File: config.mk
export PLATFORM = sky130hd
export DESIGN_NAME = qvas_divider
export DESIGN_NICKNAME = d
export VERILOG_FILES = /design/src/hdl/qvas_pkg.sv /design/src/hdl/qvas_divider.sv
export SDC_FILE = /design/constraint.sdc
export NUM_CORES = 1
export LEC_CHECK = 0
export BUFFER_PORTS_ARGS = -buffer_cell sky130_fd_sc_hd__buf_2
export CORE_MARGIN = 2
export CORE_UTILIZATION = 50
export DETAILED_ROUTE_END_ITERATION = 6
export GPL_TIMING_DRIVEN = 0
export PLACE_DENSITY = 0.68
export SYNTH_ARGS = -nofsm -noshare
export SYNTH_HDL_FRONTEND = slang
export SYNTH_SLANG_ARGS = --single-unit
File: constraint.sdc
create_clock -name aclk -period 3.2 [get_ports aclk]
set_clock_uncertainty 0.2 [all_clocks]
set_input_delay 0.64 -clock aclk [delete_from_list [all_inputs] [get_ports aclk]]
set_output_delay 0.64 -clock aclk [all_outputs]
set_load 0.005 [all_outputs]
File: src/hdl/qvas_pkg.sv
// Package for the quad visible angle span block: types and fixed constants.
// No dependencies.
`default_nettype none
package qvas_pkg;
    localparam int ANGLE_BITS = 16;
    localparam int QUOT_BITS  = 14;
    localparam int TOL_BITS   = 8;
    localparam int NUM_CORNERS = 4;
    localparam logic [1:0] QUARTER_0 = 2'd0;
    localparam logic [1:0] QUARTER_1 = 2'd1;
    localparam logic [1:0] QUARTER_2 = 2'd2;
    localparam logic [1:0] QUARTER_3 = 2'd3;
    typedef logic [ANGLE_BITS-1:0] angle_t;
    typedef logic [TOL_BITS-1:0]   tol_t;
    // Pipeline control used at the top level: accepted-input valid and stall
    typedef struct packed {
        logic valid;
        logic stall;
    } stage_ctl_t;
endpackage
`default_nettype wire

File: src/hdl/qvas_divider.sv
// Pipelined restoring divider: floor((v << 14) / (u + v)) for v < u + v.
// One quotient bit per stage; depends on qvas_pkg.
`default_nettype none
module qvas_divider #(
    parameter int MAG_BITS = 25
) (
    input  wire logic                    aclk,
    input  wire logic                    adv,
    input  wire logic [MAG_BITS-1:0]     num,
    input  wire logic [MAG_BITS:0]       den,
    input  wire logic [1:0]              quarter_in,
    input  wire logic                    zero_in,
    output logic [qvas_pkg::ANGLE_BITS-1:0] angle
);
    import qvas_pkg::*;
    localparam int RB = MAG_BITS + 2;
    logic [RB-1:0]        rem_reg  [1:QUOT_BITS];
    logic [MAG_BITS:0]    den_reg  [1:QUOT_BITS];
    logic [QUOT_BITS-1:0] q_reg    [1:QUOT_BITS];
    logic [1:0]           qt_reg   [1:QUOT_BITS];
    logic                 z_reg    [1:QUOT_BITS];

    // Advance one quotient bit per stage
    for (genvar k = 0; k < QUOT_BITS; k++) begin : g_stage
        logic [RB-1:0]        rem_k;
        logic [MAG_BITS:0]    den_k;
        logic [QUOT_BITS-1:0] q_k;
        logic [1:0]           qt_k;
        logic                 z_k;
        logic [RB-1:0] sh;
        logic [RB-1:0] diff;
        logic          ge;

        // Take the stage input from the ports or from the stage before
        if (k == 0) begin : g_first
            assign rem_k = RB'(num);
            assign den_k = den;
            assign q_k   = '0;
            assign qt_k  = quarter_in;
            assign z_k   = zero_in;
        end else begin : g_next
            assign rem_k = rem_reg[k];
            assign den_k = den_reg[k];
            assign q_k   = q_reg[k];
            assign qt_k  = qt_reg[k];
            assign z_k   = z_reg[k];
        end

        always_comb begin
            sh   = {rem_k[RB-2:0], 1'b0};
            ge   = sh >= RB'(den_k);
            diff = ge ? sh - RB'(den_k) : sh;
        end
        always_ff @(posedge aclk) begin
            if (adv) begin
                rem_reg[k+1] <= diff;
                den_reg[k+1] <= den_k;
                q_reg[k+1]   <= {q_k[QUOT_BITS-2:0], ge};
                qt_reg[k+1]  <= qt_k;
                z_reg[k+1]   <= z_k;
            end
        end
    end

    assign angle = z_reg[QUOT_BITS] ? '0 :
                   {qt_reg[QUOT_BITS], q_reg[QUOT_BITS]};
endmodule
`default_nettype wire

After elaboration in Yosys (flattened, before gate mapping)
Memories as Yosys holds them, arrays and structs flattened. Index checks and enable logic that the tools add are counted.

Register bits: 0. Bits in writable memories: 980. Input port bits: 56. Output and inout port bits: 16. Memories: 5.

$add $sub $neg: 14. Magnitude comparators: 14. Multiplexer cells: 17.

Memories: rem_reg (depth 14, width 27, rd ports 13, clocked after memory_dff 0, write ports 14, line qvas_divider.sv:17) `logic [RB-1:0] rem_reg [1:QUOT_BITS];`; den_reg (depth 14, width 26, rd ports 13, clocked after memory_dff 0, write ports 14, line qvas_divider.sv:18) `logic [MAG_BITS:0] den_reg [1:QUOT_BITS];`; q_reg (depth 14, width 14, rd ports 14, clocked after memory_dff 0, write ports 14, line qvas_divider.sv:19) `logic [QUOT_BITS-1:0] q_reg [1:QUOT_BITS];`; qt_reg (depth 14, width 2, rd ports 14, clocked after memory_dff 0, write ports 14, line qvas_divider.sv:20) `logic [1:0] qt_reg [1:QUOT_BITS];`; z_reg (depth 14, width 1, rd ports 14, clocked after memory_dff 0, write ports 14, line qvas_divider.sv:21) `logic z_reg [1:QUOT_BITS];`.

Operators by type and width (number): $mux W27 (14); $ge A27 B26 Y1 (13); $sub A27 B26 Y27 (13); $sub A26 B26 Y27 (1); $ge A26 B26 Y1 (1); $mux W16 (1); $mux W1 (2).

Logic depth before layout (Yosys ltp)
Gate-level depths: netlist of run 1. An unclocked memory read counts as a cell.

Depth in word-level cells: 3. Depth in mapped cells: 14. Mapped depth without buffers: 12.

Worst setup path before layout of run 1
Ideal clock, no wire load.

Path type: input to register. From: input den[4]. To: register rem_reg[0][51] (netlist name). Library setup time: 262 ps. Arrival time: 2938 ps. Setup slack: -200 ps. Cell stages on the path: 12. Path through: inv_1 -> ha_1 -> a21o_1 -> a31oi_1 -> a21oi_1 -> o21ai_1 -> a21oi_1 -> a211o_1 -> a221o_1 -> buf_2 -> buf_2 -> mux2_1.

RTL lines: start: declaration (line qvas_divider.sv:10) `input wire logic [MAG_BITS:0] den,`.

==> results of run 1 <==
## synth_stat cells, drive strengths merged (8+ instances only)
| master | instances | area (um2) |
|---|---|---|
| edfxtp | 823 | 24700 |
| inv | 458 | 1720 |
| a21oi | 404 | 2030 |
| ha | 363 | 4540 |
| o21ai | 268 | 1340 |
| nand2 | 262 | 983 |
| nor2 | 247 | 927 |
| xnor2 | 178 | 1560 |
| a21o | 167 | 1250 |
| mux2 | 131 | 1500 |
| xor2 | 104 | 911 |
| nand3 | 93 | 465 |
| clkbuf | 71 | 267 |
| nor2b | 64 | 400 |
| nand4 | 56 | 350 |
| nor3 | 49 | 245 |
| a31oi | 47 | 322 |
| buf | 43 | 244 |
| o21bai | 39 | 293 |
| nand2b | 38 | 238 |
| and3 | 36 | 230 |
| o21a | 34 | 255 |
| a211oi | 26 | 205 |
| o211ai | 26 | 200 |
| and2 | 20 | 125 |
| o31ai | 20 | 164 |
| or3 | 19 | 119 |
| nor4 | 14 | 93.8 |
| fa | 13 | 260 |
| a211o | 12 | 105 |
| or2 | 12 | 75.1 |
| a31o | 11 | 96.4 |
| nand3b | 11 | 82.6 |
| and4 | 10 | 87.6 |
| a221oi | 9 | 85.1 |
| a2111oi | 8 | 71.3 |
| nor3b | 8 | 60.1 |
## where the power goes
part / internal (mW) / switching, mW
clock network: 6.34 / 4.37
logic: 16.7 / 17.7
registers: 15.9 / 1.77
## per-layer routing
layer | vias up | wire length (um)
met1 | 16602 | 39400
met3 | 475 | 3400
met2 | 890 | 72100
met4 | 0 | 10700
li1 | 16716 | -
met5 | - | 0
## critical path, delay by kind of cell, from the launching register on
family	cells	cell delay, ps
AO/OA/AOI/OAI	4	560
adder cells (fa/ha/maj)	1	330
flip-flops	1	430
AND/OR/NAND/NOR	5	1630
## logic make-up after synthesis
logic type | count (synthesis) | synth area share
AOI/OAI and AO/OA | 1151 | 0.151
and+or+nand+nor | 952 | 0.0967
DFF | 823 | 0.520
buffers and inverters | 572 | 0.0469
adders and majority gates | 376 | 0.101
xor gates and xnor gates | 282 | 0.0520
muxes | 136 | 0.0326
## cells in the final DEF, fill, tap and decap left out, drive strengths merged, types with 11 or more instances in the layout
cell type	count
dlygate4sd3	27
o21bai	39
a31o	11
xor2	104
buf	464
a211o	12
nor4	14
nand2b	38
inv	461
clkbuf	130
bufinv	13
o21a	34
o21ai	268
nand2	263
nor3	49
edfxtp	823
nor2b	64
nand3	93
nand4	56
nor2	247
ha	363
mux2	131
a21o	167
a31oi	47
xnor2	178
a21oi	404
clkinv	43
and2	20
o211ai	26
o31ai	20
nand3b	11
or2	12
a211oi	26
or3	19
fa	13
and3	36
## repair_timing
action,4_1_cts,5_1_grt
resized for setup,674,413
setup endpoints to repair,339,332
endpoints found under the hold margin,27,0
hold buffers,27,0
pin swaps,154,185
setup buffers,207,128
cloned,17,6
## final cells by class
type / instances / area (um2)
fillers: 7015 / 34000
flip-flops and latches: 823 / 24700
multi-input cells: 2898 / 24500
repair buffers: 451 / 4140
clock buffers: 100 / 2330
inverters: 458 / 1740
well taps: 1265 / 1580
plain buffers: 70 / 788
clock inverters: 65 / 739
diodes: 1 / 2.50
## stage by stage
stage / power [mW] / hold slack, ps / utilization / std cells / area (um2)
6_report: 62.7 / 30.6 / 0.640 / 6131 / 60600
5_1_grt: 66.2 / 26.6 / 0.640 / 6130 / 60600
4_1_cts: 59.1 / 10.1 / 0.615 / 6019 / 58100
3_5_place_dp: 41.3 / 205 / 0.526 / 5636 / 49800
3_3_place_gp: 41.2 / 200 / 0.524 / 5628 / 49600
2_1_floorplan: 34.9 / 200 / - / 4292 / 47600
## path summary, 6_finish.rpt
kind,endpoint,slack [ps],depth (start not counted)
max,rem_reg[2][25],-210,10
min,den_reg[0][39],30,1
max reg2reg,rem_reg[2][25],-210,10
min reg2reg,qt_reg[0][6],210,0
==> impl_metrics.ini, run 1 <==
[power]
p_leak_nw = 24.5
power.density_nw_per_um2 = 1040
vdd_drop_max_uv = 541

[final_layout]
nets = 5226
syn_to_final_growth_pct = 27.4
drive_above_1_share = 0.273

[global_routing]
grtUsageTotal = 0.250
grt_pass1_wl_um = 190000
grt_pass1_vias = 36306
grt_use_met1 = 0.210
met2_usage = 0.516
grt_max_degree = 132
grt_overflow = 0
gr-usage-met3 = 0.0279
antenna_found_initial = 1
grt_most_used_layer = met2

[logic_synthesis]
ys_ff_latch = 823
avgSynthCellArea_um2 = 11.1
syn-num-nets = 4724
ys_seq_area_frac = 0.520
synth.distinct_cells = 92
synthArstFlopShare = 0
synth_flop_cell = edfxtp_1
ys_warn_count = 0
syn_inst = 4292
synth_area_um2 = 47500
synth_edf_count = 823

[routing]
drc_errors = 0
vias = 34683
drt_first_pass_iters = 7
viasPerCell = 5.66
post_drt_wl_per_cell_um = 20.5
drt_wl_total_um = 126000
antenna_left = 0
drtIter0Drc = 2030

[worst_setup_path]
worst_setup_path_end_kind = flop
cp_slowest_stage_delay_ps = 490
cp-start-kind = flop
r2r-start = rem_reg[1][88]
arrival_ps = 3610
slowest_stage = or4_1
crit_path_start = rem_reg[1][88]
cp_common_cell = or3_4
crit_type = reg -> reg
path_max_fanout = 6
path_cells = ha_4, nand4_1, or3_4, or3_4, nor4_4, a2111o_1, a21oi_2, o41a_4, or4_1, o2111a_1
cp.required_ps = 3400

[sta]
final-setup-viol-count = 170
setup_slack_ps = -212
finalMaxSlewViolations = 0
fin_tns_setup_ps = -12240
hold_viol = 0
max_slew_margin = 0.453
fin_crit_ps = 3410
period_share = 1.07
tightest_slew_ps = 817
rsz0062_at_grt = true
fmax_mhz = 293

[placement]
post-place-ws_ps = -1220
dp_hpwl_um = 88500
place_congestion = 0.988
port-buffer-count = 71

[cts]
cts_tree = done
root_buffer = clkbuf_16
h-tree-depth = 3
clock_sinks = 823
cts_max_path_buffers = 3
cts.clk_slew.worst_paths_ps = 60
numCtsBuffers = 92
clock_latency_ps = 660

[hold_path]
hp-class = in -> reg
holdCritStartpoint = den[13]

[floorplan]
core.rowCount = 113
die_w_um = 312
io_pins = 72
coreArea_um2 = 94600
start_util = 0.502
dieArea_um2 = 97500
die_y_um = 312

[outcome]
violations = negative setup slack
outcome = finished, violations left

[flow_run]
maxCapViolations = 0
(Power assumes the default switching activity.)
==> run 2, diff against run 1 <==
- PLACE_DENSITY: 0.68 -> 0.72
==> run 2 against run 1 <==
  * The run still ends with negative setup slack left
  * Count of clock-buffer cells in the layout is 14 higher
  * Sequential power hardly changed
  * First-iteration DRC count is 5.8% higher
  * Flip-flop and latch count stayed put
  * Critical path type unchanged
==> impl_metrics.ini, run 2 (synthesis gave the netlist of run 1 again) <==
[final_layout]
fin_cells = 6092
fin_area_um2 = 60000
fillerInstances = 7056
layout_commonest_cell = edfxtp_1
drive_above_1_share = 0.259
syn_to_final_growth_pct = 26.2
final_cell_mix = 823 x edfxtp_1, 435 x inv_1, 318 x a21oi_1
nets = 5185

[sta]
max_slew_margin = 0.505
fin_tns_setup_ps = -12820
final-setup-viol-count = 152
finalMaxSlewViolations = 0
rsz0062_at_grt = true
fmax_mhz = 295
hold_viol = 0
fin_crit_ps = 3390
tightest_slew_ps = 732
setup_slack_ps = -190
period_share = 1.06

[hold_path]
hp-class = in -> reg

[routing]
drtIter0Drc = 2147
antenna_left = 0
viasPerCell = 5.62
vias = 34257
post_drt_wl_per_cell_um = 19.8
drc_errors = 0
drt_wl_total_um = 121000
drt_first_pass_iters = 7

[worst_setup_path]
cp.required_ps = 3420
cp_top_family = compound AO/OA/AOI/OAI gates
arrival_ps = 3610
path_max_fanout = 3
worst-path-buf-inv = 0
cp-start-kind = flop
slowest_stage = edfxtp_1
cp_slowest_stage_delay_ps = 470
crit_type = reg -> reg
worst_setup_path_end_kind = flop
path_cells = fa_2, a211oi_2, o211ai_1, a41oi_2, o21bai_1, a21o_1, a211oi_4, o31ai_2, xor2_1, mux2_2

[power]
power.density_nw_per_um2 = 1030
p_leak_nw = 24.3
vdd_drop_max_uv = 477

[floorplan]
coreArea_um2 = 94600
core.rowCount = 113
dieArea_um2 = 97500
start_util = 0.502
die_w_um = 312
die_y_um = 312
io_pins = 72

[global_routing]
grt_most_used_layer = met2
grt_pass1_wl_um = 182000
grt_use_met1 = 0.199
met2_usage = 0.494
grtUsageTotal = 0.237
antenna_found_initial = 0
grt_pass1_vias = 35456
grt_max_degree = 134
gr-usage-met3 = 0.0295
grt_overflow = 0

[placement]
post_dp_cell_area_um2 = 49800
dp_hpwl_um = 84500
dp_cells = 5635
place_congestion = 0.999
port-buffer-count = 71

[cts]
root_buffer = clkbuf_16
clock_latency_ps = 670
h-tree-depth = 3
clock_sinks = 823
numCtsBuffers = 92
cts_tree = done
cts_max_path_buffers = 3
cts.clk_slew.worst_paths_ps = 60

[outcome]
violations = negative setup slack
outcome = finished, violations left

[flow_run]
maxCapViolations = 0
==> run 2: per-layer routing <==
layer  vias up  share of wire
met1     16285           0.31
met2       880           0.57
met3       465          0.028
met5         -              0
met4         0          0.091
li1      16627              -
==> run 2: path summary, 6_finish.rpt <==
path | end | start | cells after the start | slack (ps)
setup / recovery | rem_reg[1][51] | rem_reg[1][0] | 10 | -190
hold / removal | den_reg[0][26] | den[0] | 1 | 40
setup reg to reg | rem_reg[1][51] | rem_reg[1][0] | 10 | -190
hold reg to reg | q_reg[1][20] | q_reg[1][5] | 0 | 210
==> run 2: power breakdown <==
group          total [mW]  internal [mW]  switching [mW]
Sequential           17.7           15.9            1.74
Combinational        33.5           16.3            17.2
Clock                10.5           6.26            4.25
==> run 2: repair_timing <==
item | CTS | global route
resized for setup | 581 | 432
setup buffers | 155 | 137
pin swaps | 133 | 166
cloned | 9 | 10
endpoints found under the hold margin | 28 | 0
setup endpoints to repair | 331 | 316
hold buffers | 28 | 0
==> run 2: final cells by class <==
| class | count | area [um2] | area share |
|---|---|---|---|
| buffer | 70 | 788 | 0.0131 |
| inverter | 458 | 1730 | 0.0288 |
| tap | 1265 | 1580 | 0.0264 |
| sequential | 823 | 24700 | 0.412 |
| antenna | 1 | 2.50 | 0.0000417 |
| timing repair buffer | 411 | 3760 | 0.0627 |
| clock buffer | 114 | 2430 | 0.0405 |
| multi-input combinational | 2897 | 24400 | 0.407 |
| clock inverter | 53 | 567 | 0.00945 |
==> run 2: per-stage QoR <==
stage	hold WS [ps]	worst slack [ps]	utilization	power (mW)
final	39.7	-190	0.634	61.7
after global routing	29.2	-285	0.634	65.1
after CTS	0.273	-124	0.604	57.5
after detailed placement	205	-1470	0.526	41.1
after global placement	200	-10990	0.524	41.0
after floorplan	200	-74.1	-	34.9
