`config.mk`:
```
export PLATFORM = sky130hd
export DESIGN_NAME = qvas_span
export DESIGN_NICKNAME = d
export VERILOG_FILES = /design/src/hdl/qvas_pkg.sv /design/src/hdl/qvas_span.sv
export SDC_FILE = /design/constraint.sdc
export NUM_CORES = 1
export LEC_CHECK = 0
export BUFFER_PORTS_ARGS = -buffer_cell sky130_fd_sc_hd__buf_2
export CORE_ASPECT_RATIO = 0.6
export CORE_MARGIN = 2
export CORE_UTILIZATION = 49
export CTS_CLUSTER_DIAMETER = 150
export DETAILED_ROUTE_END_ITERATION = 10
export HOLD_SLACK_MARGIN = 0.1
export PLACE_DENSITY_LB_ADDON = 0.25
export REMOVE_ABC_BUFFERS = 1
export SKIP_LAST_GASP = 1
export SLEW_MARGIN = 20
export SYNTH_ARGS = -nofsm -noshare
export SYNTH_HDL_FRONTEND = slang
export SYNTH_SLANG_ARGS = --single-unit
```
`constraint.sdc`:
```
create_clock -name aclk -period 15.2 [get_ports aclk]
set_input_delay 2.28 -clock aclk [delete_from_list [all_inputs] [get_ports aclk]]
set_output_delay 2.28 -clock aclk [all_outputs]
set_load 0.1 [all_outputs]
```
`src/hdl/qvas_pkg.sv`:
```
// Package for the quad visible angle span block: types and fixed constants.
// No dependencies.
`default_nettype none
package qvas_pkg;
    localparam int ANGLE_BITS = 16;
    localparam int QUOT_BITS  = 14;
    localparam int TOL_BITS   = 8;
    localparam int NUM_CORNERS = 4;
    localparam logic [1:0] QUARTER_0 = 2'd0;
    localparam logic [1:0] QUARTER_1 = 2'd1;
    localparam logic [1:0] QUARTER_2 = 2'd2;
    localparam logic [1:0] QUARTER_3 = 2'd3;
    typedef logic [ANGLE_BITS-1:0] angle_t;
    typedef logic [TOL_BITS-1:0]   tol_t;
    // Pipeline control used at the top level: accepted-input valid and stall
    typedef struct packed {
        logic valid;
        logic stall;
    } stage_ctl_t;
endpackage
`default_nettype wire

```
`src/hdl/qvas_span.sv`:
```
// Span stage: six circular differences, then a registered max tree.
// Depends on qvas_pkg.
`default_nettype none
module qvas_span (
    input  wire logic           aclk,
    input  wire logic           adv,
    input  wire qvas_pkg::angle_t d0,
    input  wire qvas_pkg::angle_t d1,
    input  wire qvas_pkg::angle_t d2,
    input  wire qvas_pkg::angle_t d3,
    output qvas_pkg::angle_t    span
);
    import qvas_pkg::*;
    angle_t diff_reg [6];
    angle_t m_reg [2];
    angle_t span_reg;
    angle_t dir [4];
    assign dir = '{d0, d1, d2, d3};

    function automatic angle_t circ(input angle_t a, input angle_t b);
        angle_t cw, acw;
        cw  = a - b;
        acw = b - a;
        return (cw < acw) ? cw : acw;
    endfunction

    // Form pair differences, then reduce
    always_ff @(posedge aclk) begin
        if (adv) begin
            diff_reg[0] <= circ(dir[1], dir[0]);
            diff_reg[1] <= circ(dir[2], dir[0]);
            diff_reg[2] <= circ(dir[3], dir[0]);
            diff_reg[3] <= circ(dir[2], dir[1]);
            diff_reg[4] <= circ(dir[3], dir[1]);
            diff_reg[5] <= circ(dir[3], dir[2]);
            m_reg[0] <= (diff_reg[0] > diff_reg[1]) ?
                (diff_reg[0] > diff_reg[2] ? diff_reg[0] : diff_reg[2]) :
                (diff_reg[1] > diff_reg[2] ? diff_reg[1] : diff_reg[2]);
            m_reg[1] <= (diff_reg[3] > diff_reg[4]) ?
                (diff_reg[3] > diff_reg[5] ? diff_reg[3] : diff_reg[5]) :
                (diff_reg[4] > diff_reg[5] ? diff_reg[4] : diff_reg[5]);
            span_reg <= (m_reg[0] > m_reg[1]) ? m_reg[0] : m_reg[1];
        end
    end
    assign span = span_reg;
endmodule
`default_nettype wire

```
# Word level (Yosys, flattened, before mapping)
# Memory sizes are Yosys's and may differ from the RTL's.
# Cells that the tools add are included.
[totals]
out_inout_bits = 16
ram_bits = 128
word_cells = 43
regBits = 16
mem_count = 2
in_bits = 66
[mem_list]
columns = ["name", "depth", "width", "rd", "rd_clocked_by_memory_dff", "wr", "line_no", "text"]
rows = [
  ["diff_reg", 6, 16, 6, 0, 6, "qvas_span.sv:14", "angle_t diff_reg [6];"],
  ["m_reg", 2, 16, 2, 0, 2, "qvas_span.sv:15", "angle_t m_reg [2];"],
]
[op_classes]
magnitude_cmp = 13
mux = 15
addsub = 12
[op_table]
columns = ["operator", "n"]
rows = [
  ["$mux W16", 13],
  ["$sub A16 B16 Y16", 12],
  ["$gt A16 B16 Y1", 7],
  ["$lt A16 B16 Y1", 6],
  ["$mux W1", 2],
]

# Depth between registers and ports, before layout
# Gate-level depths: netlist of run 1.
[depth]
depth_word = 3
mapped_depth = 20
mapped_depth_nobuf = 19

# Worst setup path before layout of run 1
# Ideal clock, no wire load.
[synth_timing]
path_kind = "input-to-reg"
startpoint = "in d2[0]"
endpoint = "mem diff_reg[1][9] (netlist name) (data pin)"
slack_ns = 8.876
t_arrival_ns = 6.064
path_stages = 19
t_required_ns = 14.940
setup_time_ns = 0.260
path_buffers = 1
path_cell_list = "inv_1 ha_1 inv_1 fa_1 a21o_1 a21oi_1 nor2_1 o41ai_1 o21ai_0 xnor2_1 inv_1 ha_1 a21o_1 a21o_1 a21oi_1 o21ai_0 a21oi_1 clkbuf_1 mux2_2"
[synth_rtl]
columns = ["item", "line_no", "text"]
rows = [
  ["start, declared", "qvas_span.sv:9", "input wire qvas_pkg::angle_t d2,"],
  ["end, declared", "qvas_span.sv:14", ""],
]

==> metrics.yaml, run 1 <==
critical_path:
  crit_path_start_kind: "input port"
  crit_path_max_fanout: 18
  worst_ep_arrival_time_ns: 7.03
  crit_required_ns: 15.37
  critical_path.endpoint_type: "flop"
  critical_path_class: "in2reg"
die:
  die_area_sq_um: 41000
  ioPinCount: 82
  floorplan.initialDensity: 0.495
  floorplan.die.width_microns: 260
  die_y_microns: 158
  floorplan.core_area_sq_um: 39000
  num_rows: 56
global_routing:
  first_global_vias: 15200
  grt_max_degree: 81
  antenna_found_initial: 3
  gr-total-overflow: 0
  first_pass_grt_wire_length_mm: 95.0
  groute.usage.overall: 0.312
logic_synthesis:
  synth-async-reset-ratio: 0
  post_synth_num_cell_types: 62
  post_synth_instance_area_sq_um: 19300
  synth_top_cells_by_count: "376 x ha_1, 256 x inv_1, 212 x a21oi_1"
  synth_warnings: 0
  synth.most_common_cell: "ha_1"
  synthFlopType: "edfxtp_1"
  synth.avg_cell_area_sq_um: 8.83
  synth_area_leaders: "ha_1 24%, edfxtp_1 22%, a21oi_1 5.5%"
  yosysSeqAreaShare: 0.224
  synthDominantCellAreaShare: 0.244
  synthCells: 2184
  number_of_enable_type_register_cells_in_the_synthesized_netlist: 144
  postSynthRegisterBits: 144
  synth_top_cell_by_area: "ha_1"
timing:
  timing.final.crit_share: 0.451
  hold_viol_final: 0
  worst_clock_skew_ns: 0.0110
  max_freq_mhz: 146
  setup_repair_after_global_routing_missed_its_margin: "no"
  slew_viol_final: 0
  fin_worst_hold_slack_ns: 0.592
  setup-violations-final: 0
  timing_worst_slew_pin_value_ns: 1.09
  final.setup.tns_ns: 0
  finalWorstPathRequiredPeriod_ns: 6.85
  worst_slack_ns: 8.35
  slew_headroom: 0.270
detailed_routing:
  postRouteAntennaNets: 0
  first_pass_iters: 6
  detail_route.vias_per_cell: 6.08
  detailedRoute.firstIterationViolations: 2151
  wirelength_mm: 63.9
  wire_per_inst_microns: 23.3
  drcViolationCount: 0
  dr_total_vias: 16700
layout:
  final_layout_size_suffix_gt1_frac: 0.0804
  final_core_util: 0.529
  largest_reg_flops: 96
  fin_cells: 2741
  nets: 2656
  area_growth_syn_to_layout_pct: 6.86
  final_area_sq_um: 20600
  n_fill_cell: 3661
clock_network:
  buffers_inserted_by_post_cts_timing_repair: 0
  cts_buffer_depth: 2
  clock_sink_count: 144
  clock_insertion_delay_worst_skew_ns: 0.46
  cts_resized: 0
  cts-htree-levels: 4
  root_buffer: "clkbuf_16"
  cts_hold_buf: 0
  cts_inserted_buffers: 17
  cts.reportedPaths.clkPinSlew_ns: 0.07
  tritoncts: "done"
place:
  pre_cts_slack_ns: 7.97
  placed_cells: 2705
  placer_s_final_routability_congestion_estimate: 1.02
  number_of_buffers_inserted_by_port_buffering: 81
  placed_inst_area_sq_um: 20000
  dpl.hpwl_mm: 54.5
power:
  p_int_mw: 1.61
  power.ir.vdd_worst_mv: 0.0784
  total_leakage_power_nw: 9.98
  report.power.total_mw: 3.18
  power_density_nw_per_um2: 154
  power.clock.fraction: 0.132
  sequentialPowerShare: 0.252
  p_switching_mw: 1.58
  power.share.switching: 0.495
  share_comb_of_total_power: 0.616
flow_run:
  max_cap_viol_count: 0
hold_path:
  worstHoldPathType: "reg2reg"
run_status:
  outcome: "completed"
==> routing by layer <==
| metal | routed length (microns) | GRT usage | vias to the layer above |
|---|---|---|---|
| met5 | 0 | 0 | - |
| met4 | 626 | 0.0512 | 0 |
| met3 | 7670 | 0.100 | 38 |
| met2 | 23600 | 0.407 | 767 |
| met1 | 31900 | 0.490 | 7927 |
| li1 | - | - | 7939 |
==> cell type report <==
cell class,instances,area (sq um),share of cell area
Clock inverter,14,140,0.00680
Sequential cell,144,4320,0.210
Antenna cell,4,10.0,0.000486
Clock buffer,18,429,0.0208
Tap cell,522,653,0.0317
Multi-Input combinational cell,1695,13600,0.661
Timing Repair Buffer,88,464,0.0225
Inverter,256,961,0.0466
==> placed cells by master (no fill, tap or decap), types with 5 or more instances in the layout <==
cell type  instances
a211oi_1          31
o21bai_1          34
a31oi_1            8
fa_1              12
mux2_2            41
and2_1            20
buf_2             80
o221ai_1           5
inv_1            256
nor4_1             7
ha_1             376
a211o_1            6
o31ai_1            5
a21oi_1          211
nor2_1            87
xor2_1            63
inv_6              6
buf_4              7
o21ai_0          124
nand2b_1          20
nand3_1           33
a21o_1           127
and4_1             6
nand4_1           42
edfxtp_1         144
clkbuf_16         17
nor3_1            13
nor2b_1           23
a221o_1           24
o211ai_1          11
xnor2_1          101
nand2_1           96
o31a_1             9
o22ai_1           19
mux2i_1           56
o21a_1            24
a221oi_1          15
==> final timing paths <==
check / depth (start not counted) / start / to / slack (ns)
setup reg to reg: 7 / diff_reg[0][15] / m_reg[0][13] / 11.20
hold reg to reg: 1 / m_reg[0][14] / span[14] / 0.59
hold / removal: 1 / m_reg[0][14] / span[14] / 0.59
setup / recovery: 16 / d2[9] / diff_reg[5][10] / 8.35
==> power by group through the flow <==
stage | sequential, mW | combinational [mW] | clock (mW)
after floorplan | 0.904 | 1.18 | 0
after global placement | 0.808 | 1.86 | 0
after detailed placement | 0.810 | 1.90 | 0
after CTS | 0.802 | 1.91 | 0.424
after global routing | 0.815 | 2.14 | 0.439
final | 0.802 | 1.96 | 0.419
==> logic make-up (layout without fill, tap and decap cells) <==
| kind of cell | after synthesis | in the layout | synth area share |
|---|---|---|---|
| fa+ha+maj | 388 | 388 | 0.256 |
| flops | 144 | 144 | 0.224 |
| compound gates | 681 | 681 | 0.229 |
| other cells | 0 | 4 | 0 |
| simple gates | 365 | 365 | 0.0939 |
| xor+xnor | 164 | 164 | 0.0745 |
| buf+inv | 345 | 376 | 0.0694 |
| mux | 97 | 97 | 0.0530 |
==> worst max-delay path, stage by stage <==
cell and delay [ns]:
buf_2 0.18, inv_1 0.13, ha_1 0.51, inv_1 0.17, nor3_1 0.49, nand3_1 0.13, a21oi_1 0.64, or2_2 0.31
xor2_1 0.09, ha_1 0.36, nand4_1 0.10, o31ai_1 0.65, a221o_1 0.27, buf_4 0.31, mux2i_1 0.26, xor2_1 0.11
(Power assumes the default switching activity.)
==> inputs of run 2 (changes only) <==
==> constraint.sdc (replaced) <==
create_clock -name aclk -period 5.65 [get_ports aclk]
set_input_delay 0.8475 -clock aclk [delete_from_list [all_inputs] [get_ports aclk]]
set_output_delay 0.8475 -clock aclk [all_outputs]
set_load 0.1 [all_outputs]
==> metrics.yaml, run 2 (synthesis gave the netlist of run 1 again) <==
run_status:
  outcome: "completed"
global_routing:
  antenna_found_initial: 2  # -1
  gr-total-overflow: 0  # unchanged
  first_pass_grt_wire_length_mm: 97.8  # +2.9%
  first_global_vias: 15400  # +1.5%
  groute.usage.overall: 0.325  # +0.0128
  grt_max_degree: 71  # -12%
layout:
  largest_reg_flops: 96  # unchanged
  fin_cells: 2764  # +0.84%
  nets: 2683  # +1.0%
  antenna-diode-count: 0  # -4
  most_common_cell_after_layout_fill_and_taps_aside: "ha_1"
  area_growth_syn_to_layout_pct: 8.33
  final_layout_size_suffix_gt1_frac: 0.0919  # +0.0115
  commonest_cells_after_routing_fill_and_taps_aside: "376 x ha_1, 256 x inv_1, 211 x a21oi_1"
detailed_routing:
  first_pass_iters: 6  # unchanged
  route.met3.wl_mm: 8.78  # +15%
  dr_total_vias: 17000  # +2.2%
  wirelength_mm: 67.6  # +5.8%
  wire_per_inst_microns: 24.4  # +4.9%
  drcViolationCount: 0  # unchanged
  top_layer_used: "met5"
  postRouteAntennaNets: 0  # unchanged
  detailedRoute.firstIterationViolations: 2284  # +6.2%
  wl_met2_mm: 25.0  # +5.6%
  detail_route.vias_per_cell: 6.16  # +1.4%
  wirelength_met1_mm: 32.7  # +2.3%
power:
  power.clock.fraction: 0.145  # +0.013
  p_int_mw: 4.53  # +180%
  power.ir.vdd_worst_mv: 0.263  # +240%
  total_leakage_power_nw: 10.1  # +1.7%
  power.share.switching: 0.487  # -0.00809
  power_density_nw_per_um2: 423  # +170%
  share_comb_of_total_power: 0.607  # -0.009
  sequentialPowerShare: 0.248  # -0.004
  p_switching_mw: 4.30  # +170%
hold_path:
  hold_end: "span[4]"
  worstHoldPathType: "reg2reg"
  worst_hold_path_cell_count: 1  # unchanged
  hold_start: "m_reg[0][4]"
critical_path:
  critical_path.endpoint_type: "flop"
  crit_path_max_fanout: 13  # -5
  r2r_cells: 9  # +2
  critical_path_class: "in2reg"
  crit_path_start_kind: "input port"
  worst_ep_arrival_time_ns: 5.62  # -1.41 ns
  crit_required_ns: 5.86  # -9.51 ns
  worstReg2RegEnd: "m_reg[0][28]"
  reg2reg_from: "diff_reg[4][11]"
  timing.reg2reg.setup_slack_ns: 1.72  # -9.48 ns
die:
  floorplan.die.width_microns: 260  # unchanged
  floorplan.initialDensity: 0.495  # unchanged
  num_rows: 56  # unchanged
  die_y_microns: 158  # unchanged
  die_area_sq_um: 41000  # unchanged
  floorplan.core_area_sq_um: 39000  # unchanged
  ioPinCount: 82  # unchanged
clock_network:
  cts_hold_buf: 0  # unchanged
  clock_sink_count: 144  # unchanged
  cts-htree-levels: 4  # unchanged
  clock_insertion_delay_worst_skew_ns: 0.46  # about the same
  buffers_inserted_by_post_cts_timing_repair: 0  # unchanged
  root_buffer: "clkbuf_16"
  cts.reportedPaths.clkPinSlew_ns: 0.07  # about the same
  cts_inserted_buffers: 17  # unchanged
  tritoncts: "done"
  cts_buffer_depth: 2  # unchanged
  cts_resized: 0  # unchanged
timing:
  finalWorstPathRequiredPeriod_ns: 5.41
  timing.final.crit_share: 0.958
  max_freq_mhz: 185
  setup-violations-final: 0  # unchanged
  worst_clock_skew_ns: 0.0159  # +0.00487 ns
  hold_viol_final: 0  # unchanged
  slew_viol_final: 0  # unchanged
  slew_headroom: 0.327  # +0.0574
  final.setup.tns_ns: 0  # unchanged
  timing_worst_slew_pin_value_ns: 1.01  # -0.0892 ns
  setup_repair_after_global_routing_missed_its_margin: "no"
place:
  dpl.hpwl_mm: 57.5  # +5.5%
  number_of_buffers_inserted_by_port_buffering: 81  # unchanged
  placed_cells: 2732  # +1.0%
  placer_s_final_routability_congestion_estimate: 0.993  # -2.5%
flow_run:
  max_cap_viol_count: 0  # unchanged
==> run 2: cell types whose count changed in the layout (fill, tap and decap cells not counted), sizes merged <==
cell and delta:
clkinv -3, clkinvlp +1, diode -4, buf +27, clkbuf -1, bufinv +3
==> run 2: per-layer routing <==
metal,GRT usage,vias to the layer above
met5,0,-
met4,0.0639,2
met3,0.113,69
met2,0.425,856
met1,0.500,8114
li1,-,7999
==> run 2: critical path, cell delays in order <==
cell	delay [ns]
buf_2	0.24
inv_1	0.25
ha_1	0.36
nor2b_1	0.14
o31a_1	0.32
o21ai_0	0.17
nand2b_1	0.17
a221oi_1	0.63
xor2_1	0.25
inv_1	0.07
ha_1	0.31
a21o_1	0.18
a21oi_1	0.28
nand4bb_1	0.14
a21oi_1	0.22
a211o_1	0.14
buf_4	0.28
buf_4	0.20
mux2i_1	0.43
==> run 2: layout make-up <==
| cell class | count | area, sq um |
|---|---|---|
| Fill cell | 3661 | 18100 |
| Sequential cell | 144 | 4320 |
| Clock inverter | 15 | 209 |
| Inverter | 256 | 961 |
| Clock buffer | 17 | 425 |
| Tap cell | 522 | 653 |
| Timing Repair Buffer | 115 | 692 |
| Multi-Input combinational cell | 1695 | 13600 |
==> run 2: worst max path at each step <==
| stage | slack (ns) | startpoint | depth (start not counted) | endpoint |
|---|---|---|---|---|
| 4_1_cts | 0.49 | d1[1] | 19 | diff_reg[3][11] |
| 3_3_place_gp | 0.08 | d1[1] | 19 | diff_reg[3][11] |
| 5_1_grt | 0.12 | d1[1] | 19 | diff_reg[3][11] |
| 2_1_floorplan | 0.36 | d2[0] | 18 | diff_reg[1][1] |
| 6_report | 0.24 | d1[1] | 19 | diff_reg[3][11] |
| 3_5_place_dp | 0.04 | d1[1] | 19 | diff_reg[3][11] |
==> run 2: through the flow <==
| step | setup slack, ns | area [sq um] | hold slack, ns | utilization | power, mW |
|---|---|---|---|---|---|
| final | 0.240 | 20900 | 0.602 | 0.536 | 8.84 |
| after global routing | 0.122 | 20900 | 0.637 | 0.536 | 9.36 |
| after CTS | 0.488 | 20900 | 0.603 | 0.536 | 8.69 |
| after detailed placement | 0.0425 | 20300 | 0.590 | 0.520 | 7.40 |
| after global placement | 0.0829 | 20300 | 0.590 | 0.520 | 7.25 |
| after floorplan | 0.364 | 18900 | 0.550 | - | 5.62 |
==> run 2: power groups by stage <==
stage / Sequential (mW) / Clock, mW / Combinational (mW)
floorplan: 2.43 / 0 / 3.19
finish: 2.19 / 1.28 / 5.37
CTS: 2.18 / 1.29 / 5.22
global placement: 2.20 / 0 / 5.05
global route: 2.22 / 1.32 / 5.82
detailed placement: 2.21 / 0 / 5.19
