$ cat src/hdl/qvas_pkg.sv
// Package for the quad visible angle span block: types and fixed constants.
// No dependencies.
`default_nettype none
package qvas_pkg;
    localparam int ANGLE_BITS = 16;
    localparam int QUOT_BITS  = 14;
    localparam int TOL_BITS   = 8;
    localparam int NUM_CORNERS = 4;
    localparam logic [1:0] QUARTER_0 = 2'd0;
    localparam logic [1:0] QUARTER_1 = 2'd1;
    localparam logic [1:0] QUARTER_2 = 2'd2;
    localparam logic [1:0] QUARTER_3 = 2'd3;
    typedef logic [ANGLE_BITS-1:0] angle_t;
    typedef logic [TOL_BITS-1:0]   tol_t;
    // Pipeline control used at the top level: accepted-input valid and stall
    typedef struct packed {
        logic valid;
        logic stall;
    } stage_ctl_t;
endpackage
`default_nettype wire

$ cat src/hdl/qvas_fold.sv
// Corner fold stage: offset from viewer, quadrant fold and tolerance test.
// Registered output; depends on qvas_pkg.
`default_nettype none
module qvas_fold #(
    parameter int COORD_BITS = 24
) (
    input  wire logic                  aclk,
    input  wire logic                  adv,
    input  wire logic [COORD_BITS-1:0] vx,
    input  wire logic [COORD_BITS-1:0] vy,
    input  wire logic [COORD_BITS-1:0] cx,
    input  wire logic [COORD_BITS-1:0] cy,
    input  wire qvas_pkg::tol_t        tol,
    output logic [COORD_BITS:0]        num_reg,
    output logic [COORD_BITS+1:0]      den_reg,
    output logic [1:0]                 quarter_reg,
    output logic                       zero_reg
);
    import qvas_pkg::*;
    localparam int DB = COORD_BITS + 1;
    logic signed [DB-1:0] dx, dy;
    logic [DB-1:0] ax, ay, u_next, v_next;
    logic [1:0] q_next;
    logic z_next;

    // Fold the offset into the first quadrant
    always_comb begin
        dx = DB'(signed'(cx)) - DB'(signed'(vx));
        dy = DB'(signed'(cy)) - DB'(signed'(vy));
        ax = dx[DB-1] ? DB'(-dx) : DB'(dx);
        ay = dy[DB-1] ? DB'(-dy) : DB'(dy);
        z_next = (ax <= DB'(tol)) && (ay <= DB'(tol));
        if (dx <= 0 && dy > 0) begin
            u_next = ay; v_next = ax; q_next = QUARTER_0;
        end else if (dy <= 0 && dx < 0) begin
            u_next = ax; v_next = ay; q_next = QUARTER_1;
        end else if (dx >= 0 && dy < 0) begin
            u_next = ay; v_next = ax; q_next = QUARTER_2;
        end else begin
            u_next = ax; v_next = ay; q_next = QUARTER_3;
        end
        if (dx == 0 && dy == 0) z_next = 1'b1;
    end

    // Hold folded values for the divider
    always_ff @(posedge aclk) begin
        if (adv) begin
            num_reg     <= v_next;
            den_reg     <= {1'b0, u_next} + {1'b0, v_next};
            quarter_reg <= q_next;
            zero_reg    <= z_next;
        end
    end
endmodule
`default_nettype wire

$ cat config.mk
export PLATFORM = sky130hd
export DESIGN_NAME = qvas_fold
export DESIGN_NICKNAME = d
export VERILOG_FILES = /design/src/hdl/qvas_pkg.sv /design/src/hdl/qvas_fold.sv
export SDC_FILE = /design/constraint.sdc
export NUM_CORES = 1
export LEC_CHECK = 0
export BUFFER_PORTS_ARGS = -buffer_cell sky130_fd_sc_hd__buf_2
export CORE_ASPECT_RATIO = 1.5
export CORE_UTILIZATION = 58
export CTS_CLUSTER_DIAMETER = 200
export DETAILED_ROUTE_END_ITERATION = 16
export GPL_ROUTABILITY_DRIVEN = 0
export PLACE_DENSITY = 0.8
export SLEW_MARGIN = 10
export SYNTH_ARGS = -nofsm -noshare
export SYNTH_HDL_FRONTEND = slang
export SYNTH_SLANG_ARGS = --single-unit
$ cat constraint.sdc
create_clock -name aclk -period 9.7 [get_ports aclk]
set_input_delay 0.485 -clock aclk [delete_from_list [all_inputs] [get_ports aclk]]
set_output_delay 0.485 -clock aclk [all_outputs]
set_load 0.02 [all_outputs]
-- Word level (Yosys, flattened, before mapping)
Cells that the tools add are included.
- bitwise gates (word level): 0
- add/sub/neg operators: 5
- muxes and demuxes: 10
- equality and inequality tests: 0
- reductions and logical operators: 8
- divide/modulo/power cells: 0
- shift operators: 0
- multipliers: 0
- magnitude comparators: 8
- operators by type and width (operator ; number):
    two-way mux 25 bit ; 8
    zero test 32 bit ; 2
    less-or-equal comparator 25 x 1 -> 1 bit, second input constant ; 2
    less-or-equal comparator 25 x 8 -> 1 bit ; 2
    less-than comparator 25 x 1 -> 1 bit, second input constant ; 2
    negation 25 bit ; 2
    subtractor 24 x 24 -> 25 bit ; 2
    adder 25 x 25 -> 26 bit ; 1
    greater-or-equal comparator 25 x 1 -> 1 bit, second input constant ; 1
    greater-than comparator 25 x 1 -> 1 bit, second input constant ; 1
    logical AND 1 bit ; 5
    two-way mux 1 bit ; 2
    OR reduction 2 bit ; 1
- latch bits: 0
- bits in registers: 54
- input port bits: 106
- output and inout bits: 54
- ROM bits: 0
- memories kept: 0
- memory bits (writable): 0

-- Depth between registers and ports, before layout
Gate-level depths: netlist (run 1).
- depth in word-level cells: 7
- gate-level depth with buffers: 33
- gate-level depth less buffers: 32

-- Worst setup path after synthesis (run 1)
Ideal clock, no wire load.
- path kind: input port to flip-flop
- from: input port cx[0]
- to: register den_reg[25], data pin
- setup time: 0.254 ns
- data arrival time: 7.173 ns
- cell stages on the path: 30
- required time: 9.446 ns
- slack: 2.273 ns
- path buffers: 2
- path through: inv_1 > ha_1 > inv_1 > fa_1 > a211oi_2 > o21bai_1 > a211oi_1 > a21oi_1 > nand4bb_1 > or4_4 > nor4_4 > or4b_1 > and2_1 > o31ai_4 > buf_6 > buf_4 > o21ai_0 > ha_1 > a21o_1 > a21oi_1 > nand2b_1 > a21boi_0 > o41a_1 > a2111oi_0 > nor3_1 > a311oi_1 > a211oi_1 > a311oi_1 > o21ai_0 > a21o_1
- cells in the longest elaborated chain, start to end: 7
- elaborated cells between the ends (all ways): 16
- RTL lines (item ; line ; text):
    from (decl) ; qvas_fold.sv:11 ; input wire logic [COORD_BITS-1:0] cx,
    subtractor 24 x 24 -> 25 bit * ; qvas_fold.sv:28 ; dx = DB'(signed'(cx)) - DB'(signed'(vx));
    negation 25 bit or greater-or-equal comparator 25 x 1 -> 1 bit (tied branches) ; qvas_fold.sv:30, qvas_fold.sv:37 ;
    two-way mux 25 bit or logical AND 1 bit (tied branches) ; qvas_fold.sv:30, qvas_fold.sv:37 ;
    two-way mux 25 bit ; qvas_fold.sv:37 ; end else if (dx >= 0 && dy < 0) begin
    two-way mux 25 bit ; qvas_fold.sv:35 ; end else if (dy <= 0 && dx < 0) begin
    two-way mux 25 bit ; qvas_fold.sv:33 ; if (dx <= 0 && dy > 0) begin
    adder 25 x 25 -> 26 bit * ; qvas_fold.sv:49 ; den_reg <= {1'b0, u_next} + {1'b0, v_next};
    to (signal assigned) ; qvas_fold.sv:49 ;
    to (decl) ; qvas_fold.sv:15 ; output logic [COORD_BITS+1:0] den_reg,
Mark *: on every way between the ends. The rest lies on a longest branch, timed or not.
A chain may end at the register's enable or synchronous reset.

-- Worst setup path in the final report (run 1)
- from: input port cx[0]
- to: register den_reg[25], data pin
- cells in the longest elaborated chain, start to end: 7
- elaborated cells between the ends (all ways): 16
- RTL lines (item ; line ; text):
    subtractor 24 x 24 -> 25 bit * ; qvas_fold.sv:28 ;
    negation 25 bit or greater-or-equal comparator 25 x 1 -> 1 bit (tied branches) ; qvas_fold.sv:30, qvas_fold.sv:37 ;
    two-way mux 25 bit or logical AND 1 bit (tied branches) ; qvas_fold.sv:30, qvas_fold.sv:37 ;
    two-way mux 25 bit ; qvas_fold.sv:37 ;
    two-way mux 25 bit ; qvas_fold.sv:35 ;
    two-way mux 25 bit * ; qvas_fold.sv:33 ;
    named net v_next[1] ; qvas_fold.sv:22 ; logic [DB-1:0] ax, ay, u_next, v_next;
    adder 25 x 25 -> 26 bit * ; qvas_fold.sv:49 ;
Mark *: on every way through the listed nets, which the timed path passes. The rest lies on a longest branch.

==> results.toml, run 1 <==
[synthesis]
synthesis.nets = 1234
synthDistinctLibCells = 84
synth_enable_flop_cells = 54
number_of_instances_in_the_synthesized_netlist = 1034
ys_dominant_reg_cell = "sky130_fd_sc_hd__edfxtp_1"
synth.top_cell.area_share_pct = 19.46
synth_area_per_cell_sq_um = 8.059
synth_top_cells_by_area = "sky130_fd_sc_hd__edfxtp_1 19%, sky130_fd_sc_hd__ha_1 14%, sky130_fd_sc_hd__xnor2_1 6.0%"
seq_area_frac_synth_pct = 19.46
asyncSetResetFlopFracSynth_pct = 0
synthMostInstantiatedCell = "sky130_fd_sc_hd__inv_1"
yosys_register_bits = 54
synth_area_leader_cell = "sky130_fd_sc_hd__edfxtp_1"
synth_commonest_cells = "95 x sky130_fd_sc_hd__inv_1, 91 x sky130_fd_sc_hd__ha_1, 84 x sky130_fd_sc_hd__a21oi_1"
netlist_area_sq_um = 8333
synth.yosys.warnings = 0

[global_routing]
grt_use_total_pct = 28.27
grt_antenna_before_repair = 0
grt_overflow_total = 0
grt_first_pass_wirelength_mm = 34.20
via_count_of_the_first_global_routing_pass = 7855
pin_count_of_the_biggest_net_entering_global_routing = 55

[clock_tree]
cts.sink_count = 54
clk_path_buf_depth = 2
post-cts-setup-buffers = 0
cts_inserted_buffers = 5
holdBufCountCts = 0
post_cts_resized = 0
clk_transition_reported_paths_ps = 70
htreeDepth = 2
clock_tree.root_cell = "sky130_fd_sc_hd__clkbuf_16"
cts_tree = "yes"

[drt]
post_drt_via_cell_ratio = 5.969
drcViolationCount = 0
drtAntennaViolNets = 0
route.detailed.wl_per_inst_um = 15.27
first_pass_iters = 6
postRouteWirelength_mm = 20.96
via_count = 8195
dr.first_iter.drc_count = 490

[timing]
drv_slew = 0
post-route-period-util_pct = 88.40
timing.fmax_ghz = 0.1166
fin_hold_ws_ps = 794.1
timing.max_slew.rel_slack_pct = 24.87
tns_ps = 0
setup_repair_after_global_routing_missed_its_margin = "false"
worst-slew-pin-transition_ps = 1109
setup_violations = 0
finalCriticalPeriod_ps = 8575
final-hold-violation-count = 0

[cells_and_area]
multiInputGateArea_sq_um = 6238
layout.area.seq_sq_um = 1622
syn_to_final_growth_pct = 13.48
fin_nets = 1380
layout.filler_cells = 1232
final_area_sq_um = 9457
largest_register_ffs = 26
drive_above_1_share_pct = 17.10
antenna-diode-count = 0

[setup_path]
end_kind = "register"
crit_path_top_delay_cell = "sky130_fd_sc_hd__a2111oi_0"
crit_path_start_kind = "input port"
crit_path_max_incr_delay_ps = 650
criticalPathCategory = "input port to register"
critical_path_peak_fanout = 14
cp_data_arrival_time_ps = 8620
required_time_reported_for_the_critical_path_endpoint_ps = 9750

[floorplan]
floorplan.die_area_sq_um = 14860
chip_height_um = 148.8
io-pin-count = 160
die_w_um = 99.87
std_cell_rows = 53
core-area_sq_um = 13990
start_util_pct = 59.55

[pwr]
total_power_w = 0.002113
p_leak_nw = 4.250
power.density_cell_area_nw_per_um2 = 223.4
vdd_ir_drop_max_v = 0.0001604

[min_path]
min_path_type = "input port to register"

[placement]
buffers_on_ports = 159
dpl_cell_area_sq_um = 9290
dp_hpwl_mm = 17.69

[status]
run_status = "finished clean"

[job]
number_of_maximum_capacitance_constraint_violations = 0
logic make-up after synthesis:
family                   after synthesis  synth area share, %
adder cells (fa/ha/maj)               94                14.38
flip-flops                            54                19.46
multiplexers                          50                6.036
XOR/XNOR                              97                10.20
buffers and inverters                120                5.826
AND/OR/NAND/NOR                      332                21.08
AO/OA/AOI/OAI                        287                23.02
power breakdown:
group	leakage, nW	internal (W)	switching, W
registers	0.528	0.000414	0.0000162
logic	3.64	0.000598	0.000890
clock network	0.0771	0.000122	0.0000733
placed cells by master, fill, tap and decap left out, drive strengths merged, types with 4 or more instances in the layout:
cell type	n
or2	8
xor2	40
o21ai	59
o21a	13
or3	11
buf	164
o311ai	4
a31oi	15
nand2b	22
nand3	22
nor2b	16
and3	8
o22ai	4
a21oi	85
xnor2	57
mux2i	48
a311oi	4
nand4	16
nor4b	5
and2	13
a2111oi	5
nor2	78
clkbuf	6
nand2	72
o211ai	10
nand3b	4
inv	95
o31ai	7
nor3b	5
edfxtp	54
a21boi	6
o41ai	6
nor3	31
a211oi	13
and4	4
a21o	17
ha	91
nor4	5
path summary, 6_finish.rpt:
kind / startpoint / end / depth (start not counted)
max: cx[0] / den_reg[25]$_DFFE_PP_ / 30
min: vy[0] / num_reg[0]$_DFFE_PP_ / 3
metal layers:
| layer | global-route usage, % | routed length (um) |
|---|---|---|
| met1 | 30.26 | 8214 |
| met2 | 54.28 | 10900 |
| met3 | 1.968 | 903 |
| met4 | 15.07 | 946 |
| met5 | 0 | 0 |
metrics by stage:
stage / util (%) / std cells / setup WS (ps)
after floorplan: - / 1034 / 2273
after global placement: 66.40 / 1365 / 1261
after detailed placement: 66.40 / 1365 / 1004
after CTS: 67.58 / 1373 / 1216
after global routing: 67.58 / 1373 / 627.8
final: 67.58 / 1373 / 1125
critical path: cells and delay by family:
kind	cells	cell delay, ps
and+or+nand+nor	8	2430
AOI/OAI and AO/OA	16	4630
adders and majority gates	3	870
buffers and inverters	3	200
final cells by class:
type                       count  area share [%]
tap                          192           2.540
sequential                    54           17.15
timing repair buffer         164           8.812
multi-input combinational    860           65.97
inverter                      95           3.771
clock inverter                 2          0.3969
clock buffer                   6           1.363
Power figures use the tool's default switching activity.
==> run 2, diff against run 1 <==
Settings changed: PLACE_DENSITY 0.8 to 0.84.
==> results.toml, run 2 (synthesis gave the netlist of run 1 again) <==
[status]
run_status = "finished clean"

[clock_tree]
cts.sink_count = 54
clk_transition_reported_paths_ps = 70
post_cts_resized = 0
clk_path_buf_depth = 2
holdBufCountCts = 0
htreeDepth = 2
cts_tree = "yes"
clock_tree.root_cell = "sky130_fd_sc_hd__clkbuf_16"
post-cts-setup-buffers = 0
cts_inserted_buffers = 5

[pwr]
p_leak_nw = 4.252
power.density_cell_area_nw_per_um2 = 219.5
vdd_ir_drop_max_v = 0.0001127
total_power_w = 0.002073

[cells_and_area]
layout.filler_cells = 1220
mostFrequentLayoutCell = "sky130_fd_sc_hd__buf_2"
layout.cells.most_common_list = "159 x sky130_fd_sc_hd__buf_2, 95 x sky130_fd_sc_hd__inv_1, 91 x sky130_fd_sc_hd__ha_1"
fin_nets = 1382
drive_above_1_share_pct = 17.26
largest_register_ffs = 26
final_area_sq_um = 9444
layoutNonFillerInstCount = 1374
syn_to_final_growth_pct = 13.33
antenna-diode-count = 0

[floorplan]
std_cell_rows = 53
io-pin-count = 160
floorplan.die_area_sq_um = 14860
start_util_pct = 59.55
core-area_sq_um = 13990
die_w_um = 99.87
chip_height_um = 148.8

[setup_path]
cp_data_arrival_time_ps = 8460
end_kind = "register"
crit_path_top_delay_cell = "sky130_fd_sc_hd__a2111oi_0"
crit_path_start_kind = "input port"
critical_path_peak_fanout = 20
required_time_reported_for_the_critical_path_endpoint_ps = 9750
criticalPathCategory = "input port to register"
family_with_the_most_delay_on_the_worst_path = "compound AO/OA/AOI/OAI gates"
crit_path_max_incr_delay_ps = 610
cp_num_buf_inv = 4

[job]
number_of_maximum_capacitance_constraint_violations = 0

[global_routing]
grt_first_pass_wirelength_mm = 33.39
grt_antenna_before_repair = 0
grt_use_total_pct = 27.54
grt_overflow_total = 0
via_count_of_the_first_global_routing_pass = 7677
pin_count_of_the_biggest_net_entering_global_routing = 55

[drt]
via_count = 8159
first_pass_iters = 5
drcViolationCount = 0
dr.first_iter.drc_count = 429
route.detailed.wl_per_inst_um = 14.69
postRouteWirelength_mm = 20.18
post_drt_via_cell_ratio = 5.938
drtAntennaViolNets = 0

[timing]
timing.fmax_ghz = 0.1189
setup_violations = 0
timing.max_slew.rel_slack_pct = 32.60
post-route-period-util_pct = 86.70
tns_ps = 0
drv_slew = 0
worst-slew-pin-transition_ps = 995.3
setup_repair_after_global_routing_missed_its_margin = "false"
final-hold-violation-count = 0
finalCriticalPeriod_ps = 8409

[placement]
buffers_on_ports = 159
dpl_cell_area_sq_um = 9305
placed_cells_incl_taps = 1367
dp_hpwl_mm = 17.20

[min_path]
min_path_type = "input port to register"
run 2: cell types whose count changed in the layout (fill, tap and decap cells not counted), sizes merged:
cell,change
buf,+2
bufinv,-1
clkbuf,-1
clkinv,+1
clkinvlp,-1
inv,+1
run 2: metrics by stage:
| step | hold WS [ps] | worst slack (ps) | utilization [%] |
|---|---|---|---|
| detailed placement | 926.2 | 1106 | 66.50 |
| finish | 790.5 | 1291 | 67.50 |
| global placement | 926.5 | 1255 | 66.50 |
| CTS | 789.6 | 1403 | 67.50 |
| floorplan | 597.5 | 2273 | - |
| global route | 807.0 | 706.9 | 67.50 |
run 2: area by class of cell:
| type | instances | area, sq um | area share, % |
|---|---|---|---|
| Tap cell | 192 | 240.2 | 2.544 |
| Timing Repair Buffer | 166 | 848.3 | 8.983 |
| Multi-Input combinational cell | 860 | 6238 | 66.06 |
| Clock inverter | 2 | 13.76 | 0.1457 |
| Inverter | 95 | 356.6 | 3.776 |
| Sequential cell | 54 | 1622 | 17.17 |
| Clock buffer | 5 | 125.1 | 1.325 |
run 2: final timing paths:
check,start,endpoint,cells after the start
worst min-delay path,vx[0],num_reg[0]$_DFFE_PP_,3
worst max-delay path,cx[0],den_reg[25]$_DFFE_PP_,30
run 2: per-layer routing:
metal	vias to the layer above	share of wire (%)	track usage, %
met2	283	52	52.21
met5	-	0	0
met1	3696	39	29.79
li1	4106	-	-
met3	74	3.7	1.546
met4	0	5.0	15.88
run 2: power breakdown:
part | switching (W) | total (W) | leakage [nW] | internal, W
logic | 0.000877 | 0.00148 | 3.65 | 0.000598
clock network | 0.0000729 | 0.000167 | 0.0701 | 0.0000945
registers | 0.0000167 | 0.000430 | 0.528 | 0.000414
total | 0.000967 | 0.00207 | 4.25 | 0.00111
==> run 3, diff against run 2 <==
==> constraint.sdc (replaced) <==
create_clock -name aclk -period 9.7 [get_ports aclk]
set_input_delay 1.94 -clock aclk [delete_from_list [all_inputs] [get_ports aclk]]
set_output_delay 1.94 -clock aclk [all_outputs]
set_load 0.02 [all_outputs]
==> results.toml, run 3 (synthesis gave the netlist of run 1 again) <==
[status]
run_status = "finished clean"

[floorplan]
chip_height_um = 148.8
io-pin-count = 160
start_util_pct = 59.55
std_cell_rows = 53
core-area_sq_um = 13990
die_w_um = 99.87
floorplan.die_area_sq_um = 14860

[timing]
setup_violations = 0
worst-slew-pin-transition_ps = 961.7
timing.max_slew.rel_slack_pct = 35.18
final-hold-violation-count = 0
tns_ps = 0
finalCriticalPeriod_ps = 9152
timing.fmax_ghz = 0.1093
setup_repair_after_global_routing_missed_its_margin = "false"
post-route-period-util_pct = 94.35
drv_slew = 0

[pwr]
p_sw_share_pct = 45.89
share_clk_of_total_power_pct = 9.1
power.switching_w = 0.0009818
power.density_cell_area_nw_per_um2 = 222.9
part_of_the_power_in_combinational_logic_pct = 70.7
power.share.sequential_pct = 20.1
p_leak_nw = 4.343
cellInternalPower_w = 0.001158
vdd_ir_drop_max_v = 0.0001394

[setup_path]
crit_path_max_incr_delay_ps = 520
cp_data_arrival_time_ps = 9190
crit_path_top_delay_cell = "sky130_fd_sc_hd__or4b_1"
criticalPathCategory = "input port to register"
crit_path_start_kind = "input port"
family_with_the_most_delay_on_the_worst_path = "compound AO/OA/AOI/OAI gates"
cp_num_buf_inv = 7
end_kind = "register"
cpMostUsedCell = "sky130_fd_sc_hd__buf_4"
critical_path_cell_count = 33
required_time_reported_for_the_critical_path_endpoint_ps = 9740
critical_path_peak_fanout = 10

[clock_tree]
holdBufCountCts = 0
htreeDepth = 2
cts_tree = "yes"
cts_inserted_buffers = 5
clk_transition_reported_paths_ps = 70
clk_path_buf_depth = 2
cts.sink_count = 54
clock_tree.root_cell = "sky130_fd_sc_hd__clkbuf_16"

[drt]
first_pass_iters = 6
drcViolationCount = 0
postRouteWirelength_mm = 20.96
via_count = 8380
post_drt_via_cell_ratio = 6.020
drtAntennaViolNets = 0
dr.first_iter.drc_count = 347
route.detailed.wl_per_inst_um = 15.06

[min_path]
hold_depth = 3
min_path_type = "input port to register"

[placement]
placed_cells_incl_taps = 1382
dp_hpwl_mm = 17.74
buffers_on_ports = 159

[global_routing]
grt_antenna_before_repair = 0
grt_first_pass_wirelength_mm = 33.75
grt_use_total_pct = 27.92
via_count_of_the_first_global_routing_pass = 7821
pin_count_of_the_biggest_net_entering_global_routing = 55
grt_overflow_total = 0

[cells_and_area]
fin_nets = 1399
syn_to_final_growth_pct = 15.21
layout.cells.most_common_list = "159 x sky130_fd_sc_hd__buf_2, 95 x sky130_fd_sc_hd__inv_1, 91 x sky130_fd_sc_hd__ha_1"
antenna-diode-count = 0
layoutNonFillerInstCount = 1392
largest_register_ffs = 26
mostFrequentLayoutCell = "sky130_fd_sc_hd__buf_2"
layout.filler_cells = 1219
drive_above_1_share_pct = 18.42

[job]
number_of_maximum_capacitance_constraint_violations = 0
==> run 3: worst min-delay path: stages <==
cell	delay [ps]
sky130_fd_sc_hd__buf_2	80
sky130_fd_sc_hd__ha_1	220
sky130_fd_sc_hd__mux2i_1	130
==> run 3: power by group through the flow <==
stage | clock network [W] | logic [W] | registers, W
2_1_floorplan | 0 | 0.00101 | 0.000555
3_3_place_gp | 0 | 0.00144 | 0.000436
3_5_place_dp | 0 | 0.00148 | 0.000437
4_1_cts | 0.000198 | 0.00150 | 0.000432
5_1_grt | 0.000208 | 0.00167 | 0.000439
6_report | 0.000195 | 0.00151 | 0.000430
==> run 3: routing by layer <==
metal / track usage [%] / share of wire, %
met4: 14.63 / 4.1
met1: 29.01 / 38
met3: 1.921 / 4.0
met2: 54.76 / 54
met5: 0 / 0
==> run 3: final timing paths <==
path                                end  slack [ps]   from
setup / recovery  den_reg[23]$_DFFE_PP_         550  cx[0]
hold / removal     num_reg[0]$_DFFE_PP_        2260  vx[0]
==> run 3: stage by stage <==
step | cell area [sq um] | util (%) | power [W] | worst slack (ps) | hold WS (ps)
floorplan | 8333 | - | 0.001569 | 817.8 | 2053
global placement | 9418 | 67.31 | 0.001878 | 315.0 | 2381
detailed placement | 9418 | 67.31 | 0.001921 | 115.1 | 2381
CTS | 9584 | 68.50 | 0.002127 | 334.3 | 2254
global route | 9600 | 68.61 | 0.002318 | 64.04 | 2282
finish | 9600 | 68.61 | 0.002140 | 547.9 | 2264
==> run 3: repair_timing <==
action,CTS,global route
gates resized for setup,0,1
buffers inserted,0,2
endpoints found under the setup margin,0,3
endpoints found under the hold margin,0,0
==> run 3: final cells by class <==
| cell class | instances | area [sq um] | share of cell area, % |
|---|---|---|---|
| inverter | 95 | 356.6 | 3.714 |
| clock inverter | 2 | 37.54 | 0.3910 |
| sequential | 54 | 1622 | 16.89 |
| tap | 192 | 240.2 | 2.502 |
| multi-input combinational | 860 | 6240 | 64.99 |
| timing repair buffer | 183 | 975.9 | 10.17 |
| clock buffer | 6 | 128.9 | 1.342 |
